==> src/sv/jsu_pkg.sv <==
`timescale 1ns / 1ps
// ----------------------------------------------------------------------------
// jsu_pkg: shared types and constants for the JSON string unescape unit
// Word formats, status codes, decoder modes and character helpers.
// ----------------------------------------------------------------------------
package jsu_pkg;

  localparam int QUEUE_DEPTH = 4;

  localparam logic [7:0] CH_QUOTE = 8'h22;
  localparam logic [7:0] CH_BSL   = 8'h5c;
  localparam logic [7:0] CH_SLASH = 8'h2f;
  localparam logic [7:0] CH_B     = 8'h62;
  localparam logic [7:0] CH_F     = 8'h66;
  localparam logic [7:0] CH_N     = 8'h6e;
  localparam logic [7:0] CH_R     = 8'h72;
  localparam logic [7:0] CH_T     = 8'h74;
  localparam logic [7:0] CH_U     = 8'h75;

  localparam logic [7:0] CTL_BS  = 8'h08;
  localparam logic [7:0] CTL_FF  = 8'h0c;
  localparam logic [7:0] CTL_LF  = 8'h0a;
  localparam logic [7:0] CTL_CR  = 8'h0d;
  localparam logic [7:0] CTL_TAB = 8'h09;

  localparam logic [15:0] CP_ONE_MAX   = 16'h007f;
  localparam logic [15:0] CP_TWO_MAX   = 16'h07ff;
  localparam logic [15:0] CP_HSUR_MIN  = 16'hd800;
  localparam logic [15:0] CP_HSUR_MAX  = 16'hdbff;
  localparam logic [20:0] CP_SUPP_BASE = 21'h10000;

  typedef enum logic [2:0] {
    ST_OK     = 3'd0,
    ST_TRUNC  = 3'd1,
    ST_BADHEX = 3'd2,
    ST_BADLOW = 3'd3,
    ST_BADESC = 3'd4
  } status_t;

  typedef enum logic [2:0] {
    MODE_PLAIN,
    MODE_ESC,
    MODE_HEX,
    MODE_SUR_BS,
    MODE_SUR_U,
    MODE_SUR_HEX
  } mode_t;

  typedef struct packed {
    logic [7:0] data_byte;
    logic       end_of_input;
  } jsu_in_t;

  typedef struct packed {
    logic [7:0] out_byte;
    logic       byte_valid;
    logic       string_done;
    status_t    status;
    logic       last;
  } jsu_out_t;

  typedef struct packed {
    logic [3:0][7:0] bytes;
    logic [1:0]      last_idx;
    logic            byte_valid;
    logic            string_done;
    status_t         status;
  } jsu_burst_t;

  // {valid, value}
  function automatic logic [4:0] hex_val(input logic [7:0] c);
    logic [4:0] r;
    r = '0;
    if (c >= 8'h30 && c <= 8'h39) begin
      r = {1'b1, c[3:0]};
    end else if ((c >= 8'h41 && c <= 8'h46) || (c >= 8'h61 && c <= 8'h66)) begin
      r = {1'b1, c[3:0] + 4'd9};
    end
    return r;
  endfunction

endpackage

==> src/sv/jsu_front.sv <==
`timescale 1ns / 1ps
// ----------------------------------------------------------------------------
// jsu_front: escape decoder
// Accepts one string byte a cycle while the queue is not full, tracks escape state and emits a burst
// word of up to four result bytes into the queue.
// ----------------------------------------------------------------------------
module jsu_front (
  input  logic                clk,
  input  logic                rst_n,
  input  logic                accept,
  input  jsu_pkg::jsu_in_t    in_data,
  output logic                push,
  output jsu_pkg::jsu_burst_t burst
);
  import jsu_pkg::*;

  mode_t       mode_r, mode_nxt;
  logic [11:0] acc_r, acc_nxt;
  logic [1:0]  cnt_r, cnt_nxt;
  logic [9:0]  hs_r, hs_nxt;

  logic [7:0]  c;
  logic [4:0]  hv;
  logic [15:0] cp;
  logic [20:0] cp_sup;

  assign c      = in_data.data_byte;
  assign hv     = hex_val(c);
  assign cp     = {acc_r, hv[3:0]};
  assign cp_sup = {1'b0, hs_r, cp[9:0]} + CP_SUPP_BASE;

  always_ff @(posedge clk) begin
    if (!rst_n) begin
      mode_r <= MODE_PLAIN;
      acc_r  <= '0;
      cnt_r  <= '0;
      hs_r   <= '0;
    end else begin
      mode_r <= mode_nxt;
      acc_r  <= acc_nxt;
      cnt_r  <= cnt_nxt;
      hs_r   <= hs_nxt;
    end
  end

  always_comb begin
    mode_nxt = mode_r;
    acc_nxt  = acc_r;
    cnt_nxt  = cnt_r;
    hs_nxt   = hs_r;
    push     = 1'b0;
    burst    = '0;
    burst.status = ST_OK;
    if (accept) begin
      if (in_data.end_of_input) begin
        push         = 1'b1;
        burst.status = ST_TRUNC;
        mode_nxt     = MODE_PLAIN;
        acc_nxt      = '0;
        cnt_nxt      = '0;
        hs_nxt       = '0;
      end else begin
        unique case (mode_r)
          MODE_ESC: begin
            mode_nxt         = MODE_PLAIN;
            push             = 1'b1;
            burst.byte_valid = 1'b1;
            burst.bytes[0]   = c;
            unique case (c)
              CH_QUOTE, CH_BSL, CH_SLASH: burst.bytes[0] = c;
              CH_B: burst.bytes[0] = CTL_BS;
              CH_F: burst.bytes[0] = CTL_FF;
              CH_N: burst.bytes[0] = CTL_LF;
              CH_R: burst.bytes[0] = CTL_CR;
              CH_T: burst.bytes[0] = CTL_TAB;
              CH_U: begin
                push     = 1'b0;
                mode_nxt = MODE_HEX;
                acc_nxt  = '0;
                cnt_nxt  = '0;
              end
              default: begin
                burst.byte_valid = 1'b0;
                burst.bytes[0]   = '0;
                burst.status     = ST_BADESC;
                acc_nxt          = '0;
                cnt_nxt          = '0;
                hs_nxt           = '0;
              end
            endcase
          end
          MODE_HEX, MODE_SUR_HEX: begin
            if (!hv[4]) begin
              push         = 1'b1;
              burst.status = ST_BADHEX;
              mode_nxt     = MODE_PLAIN;
              acc_nxt      = '0;
              cnt_nxt      = '0;
              hs_nxt       = '0;
            end else if (cnt_r != 2'd3) begin
              acc_nxt = {acc_r[7:0], hv[3:0]};
              cnt_nxt = cnt_r + 2'd1;
            end else begin
              acc_nxt          = '0;
              cnt_nxt          = '0;
              mode_nxt         = MODE_PLAIN;
              burst.byte_valid = 1'b1;
              push             = 1'b1;
              hs_nxt           = '0;
              priority if (mode_r == MODE_SUR_HEX) begin
                burst.bytes[0] = {5'b11110, cp_sup[20:18]};
                burst.bytes[1] = {2'b10, cp_sup[17:12]};
                burst.bytes[2] = {2'b10, cp_sup[11:6]};
                burst.bytes[3] = {2'b10, cp_sup[5:0]};
                burst.last_idx = 2'd3;
              end else if (cp >= CP_HSUR_MIN && cp <= CP_HSUR_MAX) begin
                push             = 1'b0;
                burst.byte_valid = 1'b0;
                hs_nxt           = cp[9:0];
                mode_nxt         = MODE_SUR_BS;
              end else if (cp <= CP_ONE_MAX) begin
                burst.bytes[0] = cp[7:0];
              end else if (cp <= CP_TWO_MAX) begin
                burst.bytes[0] = {3'b110, cp[10:6]};
                burst.bytes[1] = {2'b10, cp[5:0]};
                burst.last_idx = 2'd1;
              end else begin
                burst.bytes[0] = {4'b1110, cp[15:12]};
                burst.bytes[1] = {2'b10, cp[11:6]};
                burst.bytes[2] = {2'b10, cp[5:0]};
                burst.last_idx = 2'd2;
              end
            end
          end
          MODE_SUR_BS, MODE_SUR_U: begin
            if ((mode_r == MODE_SUR_BS && c != CH_BSL) ||
                (mode_r == MODE_SUR_U && c != CH_U)) begin
              push         = 1'b1;
              burst.status = ST_BADLOW;
              mode_nxt     = MODE_PLAIN;
              acc_nxt      = '0;
              cnt_nxt      = '0;
              hs_nxt       = '0;
            end else if (mode_r == MODE_SUR_BS) begin
              mode_nxt = MODE_SUR_U;
            end else begin
              mode_nxt = MODE_SUR_HEX;
              acc_nxt  = '0;
              cnt_nxt  = '0;
            end
          end
          default: begin
            mode_nxt = MODE_PLAIN;
            acc_nxt  = '0;
            cnt_nxt  = '0;
            hs_nxt   = '0;
            priority if (c == CH_QUOTE) begin
              push              = 1'b1;
              burst.string_done = 1'b1;
            end else if (c == CH_BSL) begin
              mode_nxt = MODE_ESC;
            end else begin
              push             = 1'b1;
              burst.byte_valid = 1'b1;
              burst.bytes[0]   = c;
            end
          end
        endcase
      end
    end
  end

endmodule

==> src/sv/jsu_fifo.sv <==
`timescale 1ns / 1ps
// ----------------------------------------------------------------------------
// jsu_fifo: burst queue
// Short register queue between decoder and serializer.
// ----------------------------------------------------------------------------
module jsu_fifo #(
  parameter int DEPTH = jsu_pkg::QUEUE_DEPTH
) (
  input  logic                clk,
  input  logic                rst_n,
  input  logic                push,
  input  jsu_pkg::jsu_burst_t wr_data,
  input  logic                pop,
  output jsu_pkg::jsu_burst_t rd_data,
  output logic                full,
  output logic                empty
);
  import jsu_pkg::*;

  localparam int PW = (DEPTH > 1) ? $clog2(DEPTH) : 1;
  localparam int CW = $clog2(DEPTH + 1);
  localparam logic [PW-1:0] LAST_PTR = PW'(DEPTH - 1);
  localparam logic [CW-1:0] FULL_CNT = CW'(DEPTH);

  jsu_burst_t    mem [DEPTH];
  logic [PW-1:0] wr_ptr_r, rd_ptr_r;
  logic [CW-1:0] cnt_r;

  assign full    = (cnt_r == FULL_CNT);
  assign empty   = (cnt_r == '0);
  assign rd_data = mem[rd_ptr_r];

  always_ff @(posedge clk) begin
    if (push) begin
      mem[wr_ptr_r] <= wr_data;
    end
  end

  always_ff @(posedge clk) begin
    if (!rst_n) begin
      wr_ptr_r <= '0;
      rd_ptr_r <= '0;
      cnt_r    <= '0;
    end else begin
      if (push) begin
        wr_ptr_r <= (wr_ptr_r == LAST_PTR) ? '0 : wr_ptr_r + PW'(1);
      end
      if (pop) begin
        rd_ptr_r <= (rd_ptr_r == LAST_PTR) ? '0 : rd_ptr_r + PW'(1);
      end
      cnt_r <= cnt_r + CW'(push) - CW'(pop);
    end
  end

endmodule

==> src/sv/jsu_back.sv <==
`timescale 1ns / 1ps
// ----------------------------------------------------------------------------
// jsu_back: result serializer
// Walks the head burst one byte a cycle into the output register while that register is free or being popped.
// ----------------------------------------------------------------------------
module jsu_back (
  input  logic                clk,
  input  logic                rst_n,
  input  jsu_pkg::jsu_burst_t head,
  input  logic                q_empty,
  output logic                q_pop,
  input  logic                out_pop,
  output logic                out_empty,
  output jsu_pkg::jsu_out_t   out_data
);
  import jsu_pkg::*;

  logic       ov_r;
  logic [1:0] idx_r;
  jsu_out_t   out_r;
  logic       load, is_last;

  assign load      = !q_empty && (!ov_r || out_pop);
  assign is_last   = (idx_r == head.last_idx);
  assign q_pop     = load && is_last;
  assign out_empty = !ov_r;
  assign out_data  = out_r;

  always_ff @(posedge clk) begin
    if (!rst_n) begin
      ov_r  <= 1'b0;
      idx_r <= '0;
    end else begin
      if (load) begin
        ov_r  <= 1'b1;
        idx_r <= is_last ? 2'd0 : idx_r + 2'd1;
      end else if (out_pop) begin
        ov_r <= 1'b0;
      end
    end
  end

  always_ff @(posedge clk) begin
    if (load) begin
      out_r.out_byte    <= head.bytes[idx_r];
      out_r.byte_valid  <= head.byte_valid;
      out_r.string_done <= head.string_done;
      out_r.status      <= head.status;
      out_r.last        <= is_last;
    end
  end

endmodule

==> src/sv/json_string_unescape_utf8_unit.sv <==
`timescale 1ns / 1ps
// ----------------------------------------------------------------------------
// json_string_unescape_utf8_unit: JSON string body to UTF-8 decoder
// Path: each decoded result is written into the burst queue, then loaded into the output register.
// Throughput: one input byte per cycle while the burst queue is not full;
// results leave one per cycle while the receiver pops, so a burst of up to
// four UTF-8 bytes is absorbed by a QDEPTH-entry burst queue (default QUEUE_DEPTH).
// Reset: synchronous, active low; clears decoder state, queue and output.
// ----------------------------------------------------------------------------
module json_string_unescape_utf8_unit #(
  parameter int QDEPTH = jsu_pkg::QUEUE_DEPTH
) (
  input  logic              clk,
  input  logic              rst_n,
  input  logic              in_push,
  output logic              in_full,
  input  jsu_pkg::jsu_in_t  in_data,
  output logic              out_empty,
  input  logic              out_pop,
  output jsu_pkg::jsu_out_t out_data
);
  import jsu_pkg::*;

  logic       accept;
  logic       f_push;
  jsu_burst_t f_burst;
  jsu_burst_t q_head;
  logic       q_full, q_empty, q_pop;

  assign in_full = q_full;
  assign accept  = in_push && !q_full;

  jsu_front u_front (
    .clk    (clk),
    .rst_n  (rst_n),
    .accept (accept),
    .in_data(in_data),
    .push   (f_push),
    .burst  (f_burst)
  );

  jsu_fifo #(.DEPTH(QDEPTH)) u_fifo (
    .clk    (clk),
    .rst_n  (rst_n),
    .push   (f_push),
    .wr_data(f_burst),
    .pop    (q_pop),
    .rd_data(q_head),
    .full   (q_full),
    .empty  (q_empty)
  );

  jsu_back u_back (
    .clk      (clk),
    .rst_n    (rst_n),
    .head     (q_head),
    .q_empty  (q_empty),
    .q_pop    (q_pop),
    .out_pop  (out_pop),
    .out_empty(out_empty),
    .out_data (out_data)
  );

  a_burst_continues: assert property (@(posedge clk) disable iff (!rst_n)
    (!out_empty && out_pop && !out_data.last) |=> !out_empty)
    else $error("burst broken before its last word");

  a_eoi_reports: assert property (@(posedge clk) disable iff (!rst_n)
    (accept && in_data.end_of_input) |-> (f_push && f_burst.status == ST_TRUNC))
    else $error("end of input did not queue a truncation word");

  a_no_underflow: assert property (@(posedge clk) disable iff (!rst_n)
    q_pop |-> !q_empty)
    else $error("burst queue popped while empty");

endmodule

==> config.mk <==
export PLATFORM = sky130hd
export DESIGN_NAME = json_string_unescape_utf8_unit
export DESIGN_NICKNAME = d
export VERILOG_FILES = /design/src/sv/jsu_pkg.sv /design/src/sv/jsu_front.sv /design/src/sv/jsu_fifo.sv /design/src/sv/jsu_back.sv /design/src/sv/json_string_unescape_utf8_unit.sv
export SDC_FILE = /design/constraint.sdc
export NUM_CORES = 1
export LEC_CHECK = 0
export BUFFER_PORTS_ARGS = -buffer_cell sky130_fd_sc_hd__buf_4
export CAP_MARGIN = 40
export CORE_MARGIN = 3
export CORE_UTILIZATION = 55
export CTS_CLUSTER_SIZE = 40
export DETAILED_ROUTE_END_ITERATION = 10
export GPL_ROUTABILITY_DRIVEN = 0
export GPL_TIMING_DRIVEN = 0
export PLACE_DENSITY_LB_ADDON = 0.25
export RECOVER_POWER = 25
export SYNTH_ARGS = -nofsm -noshare
export SYNTH_HDL_FRONTEND = slang
export SYNTH_HIERARCHICAL = 1
export SYNTH_SLANG_ARGS = --single-unit
==> constraint.sdc <==
create_clock -name clk -period 5.35 [get_ports clk]
set_input_delay 0.2675 -clock clk [delete_from_list [all_inputs] [get_ports clk]]
set_output_delay 0.2675 -clock clk [all_outputs]
set_load 0.02 [all_outputs]
==> flow_summary.ini <==
[finish]
final_nets = 754
filler_cell_count = 1202
drive_above_1_share = 0.175
mostFrequentLayoutCell = edfxtp_1
layout_common_cells = edfxtp_1, clkbuf_1, mux4_2, nand2_1, nor2_1
final_cell_count_no_fill = 962
syn_to_final_growth_pct = 11.9
diodes = 0

[sta]
setup_viol = 0
maxSlewHeadroom = 0.105
fin_crit_sh = 0.791
slew_violations = 0
finalSetupTns_ns = 0
hold_violations = 0
rsz0062_at_grt = no
clock.fmax_mhz = 236
period_needed_ns = 4.23
clock_skew_ns = 0.0107
worst_slew_pin_slew_ns = 1.32
setup_slack_ns = 1.12

[clock_tree]
ctsResizeCount = 0
insertion_delay_ns = 0.49
path_clk_slew_ns = 0.06
cts_made_buffers = 23
cts_max_path_buffers = 3
clockRootBuffer = clkbuf_16
cts_tree = yes
htree_levels = 1
cts.sinks = 209
holdBufCountCts = 0
post_cts_buffers = 0

[floorplan]
chipHeight_um = 138
die_area_sq_um = 19000
die_w_um = 138
initial_core_util = 0.570
rows = 47
pin_count = 29
fp.coreArea_sq_um = 16800

[synthesis]
syn_avg_cell_area_sq_um = 14.3
netlist_top_cells_area = edfxtp_1, mux4_2, dfxtp_1, nand2_1, ha_1
yosysWarnings = 6
async_flop_share = 0
ys_ff_latch = 209
netlist-cell-type-count = 79
synth-edff-count = 170
synth_sequential_area_ratio = 0.616
synth_top_area_share = 0.535
dominantRegCellSynth = edfxtp_1
syn_area_sq_um = 9550
yosys.area.top_type = edfxtp_1
syn_inst = 667

[drt]
wire_per_inst_um = 21.8
wl_met3_mm = 1.66
dr.pass1.iters = 5
drt_iter0_drc = 698
vias = 6114
wl_met1_mm = 8.88
via_per_inst = 6.36
met2_length_mm = 10.1
antenna_left = 0
drt-total-wl_mm = 21.0
highest_layer = met4
drcViolationCount = 0

[placed_design]
portBuffers = 27
dp_slack_ns = 1.63
dp_hpwl_mm = 14.2
placed_cells = 922

[setup_path]
endpoint_kind = flop
r2r_slack_ns = 1.97
cp_max_fo = 10
worstPathArrival_ns = 4.61
reg2reg_to = u_fifo/mem[2][20]$_DFFE_PP_
rr_worst_depth = 8
start_kind = input pin
path_class = input pin to flop
reg2reg_from = u_front/mode_r[1]$_SDFFE_PN0P_
crit_required_ns = 5.73

[power_and_ir_drop]
p_comb_frac = 0.222
p_int_w = 0.00325
clkPwrFrac = 0.319
p_seq_frac = 0.459
fin_total_pwr_w = 0.00445
swShare = 0.269
p_leak_nw = 3.45
peakVddDrop_mv = 0.247
power.density_nw_per_um2 = 416
p_switching_w = 0.00120

[global_routing]
grt_pass1_wl_mm = 32.7
grt_usage = 0.225
grt_max_degree = 30
grt_overflow = 0
grt_pass1_vias = 5854
antenna_found_initial = 0

[flow_run]
cap_violations = 0

[min_path]
hp-class = input pin to flop
min_to = u_back/ov_r$_SDFFE_PN0P_
hold-path-cell-count = 2
hold_path_startpoint = rst_n

[run_status]
outcome = finished clean
## power groups by stage
stage | Combinational, W | Clock, W | Sequential [W]
4_1_cts | 0.00108 | 0.00145 | 0.00204
2_1_floorplan | 0.000669 | 0 | 0.00214
5_1_grt | 0.00107 | 0.00152 | 0.00206
3_5_place_dp | 0.00107 | 0 | 0.00208
6_report | 0.000989 | 0.00142 | 0.00204
3_3_place_gp | 0.00101 | 0 | 0.00207
## cells in the mapped netlist, drive strengths merged (10+ instances only)
library cell    n
mux4           47
a21oi          23
nand3          25
nand2          45
dfxtp          39
buf            28
inv            22
edfxtp        170
a22o           10
clkbuf         15
nor2           43
nor3           11
ha             13
o21ai          21
and2           16
## kinds of logic (layout without fill, tap and decap cells)
group | count (synthesis) | in the layout | share of synthesized area
flops | 209 | 209 | 0.616
simple gates | 201 | 201 | 0.116
compound gates | 121 | 121 | 0.0913
buf+inv | 65 | 138 | 0.0346
mux | 51 | 51 | 0.116
fa+ha+maj | 14 | 14 | 0.0191
xor+xnor | 5 | 5 | 0.00616
other cells | 1 | 3 | 0.000393
## through the flow
stage	area (sq um)	utilization	hold WS [ns]
3_5_place_dp	10100	0.605	0.456
3_3_place_gp	10000	0.599	0.448
4_1_cts	10800	0.646	0.0555
5_1_grt	10700	0.638	0.0700
6_report	10700	0.638	0.0689
2_1_floorplan	9560	-	0.385
## registers in the layout, indices dropped and copies added, names as in the netlist, named ones only
signal,count
u_front/acc_r,12
u_back/out_data,14
u_fifo/wr_ptr_r,2
u_fifo/cnt_r,3
u_back/idx_r,2
u_front/hs_r,10
u_front/mode_r,3
u_front/cnt_r,2
u_fifo/mem,156
u_fifo/rd_ptr_r,2
u_back/ov_r,1
## worst max-delay path, stage by stage
cell	delay, ns
buf_4	0.09
clkbuf_1	0.33
inv_1	0.15
ha_1	0.27
nor3b_1	0.17
nor4b_1	1.06
or2_0	0.31
clkbuf_1	0.41
o22ai_1	0.16
o21ai_0	0.21
a21boi_0	0.16
buf_2	0.21
ha_1	0.22
fa_1	0.37
xor3_1	0.20
nor2_1	0.04
## worst max path at each step
stage                                    from                     endpoint  slack (ns)  depth (start not counted)
6_report                           in_data[2]   u_fifo/cnt_r[2]$_SDFF_PN0_        1.12                         16
5_1_grt                            in_data[2]   u_fifo/cnt_r[2]$_SDFF_PN0_        0.95                         16
2_1_floorplan                      in_data[2]   u_fifo/mem[0][0]$_DFFE_PP_        1.62                         11
4_1_cts        u_front/mode_r[0]$_SDFFE_PN0P_  u_fifo/mem[1][16]$_DFFE_PP_        2.06                          8
3_3_place_gp                       in_data[2]  u_fifo/mem[3][36]$_DFFE_PP_        0.19                         12
3_5_place_dp                       in_data[2]  u_fifo/mem[1][12]$_DFFE_PP_        1.63                         14
## layout make-up
| type | instances | area [sq um] | share of cell area |
|---|---|---|---|
| clock inverter | 11 | 81.3 | 0.00761 |
| clock buffer | 29 | 598 | 0.0560 |
| inverter | 22 | 82.6 | 0.00773 |
| sequential | 209 | 5890 | 0.551 |
| multi-input combinational | 395 | 3320 | 0.310 |
| tap | 220 | 275 | 0.0258 |
| buffer | 43 | 216 | 0.0203 |
| timing repair buffer | 33 | 231 | 0.0217 |
## layer usage
layer | GRT usage | up-vias
met2 | 0.366 | 288
met5 | 0 | -
met1 | 0.331 | 3051
li1 | - | 2734
met4 | 0.0434 | 0
met3 | 0.0310 | 41
Note: power is estimated with default switching activity, not from simulation.
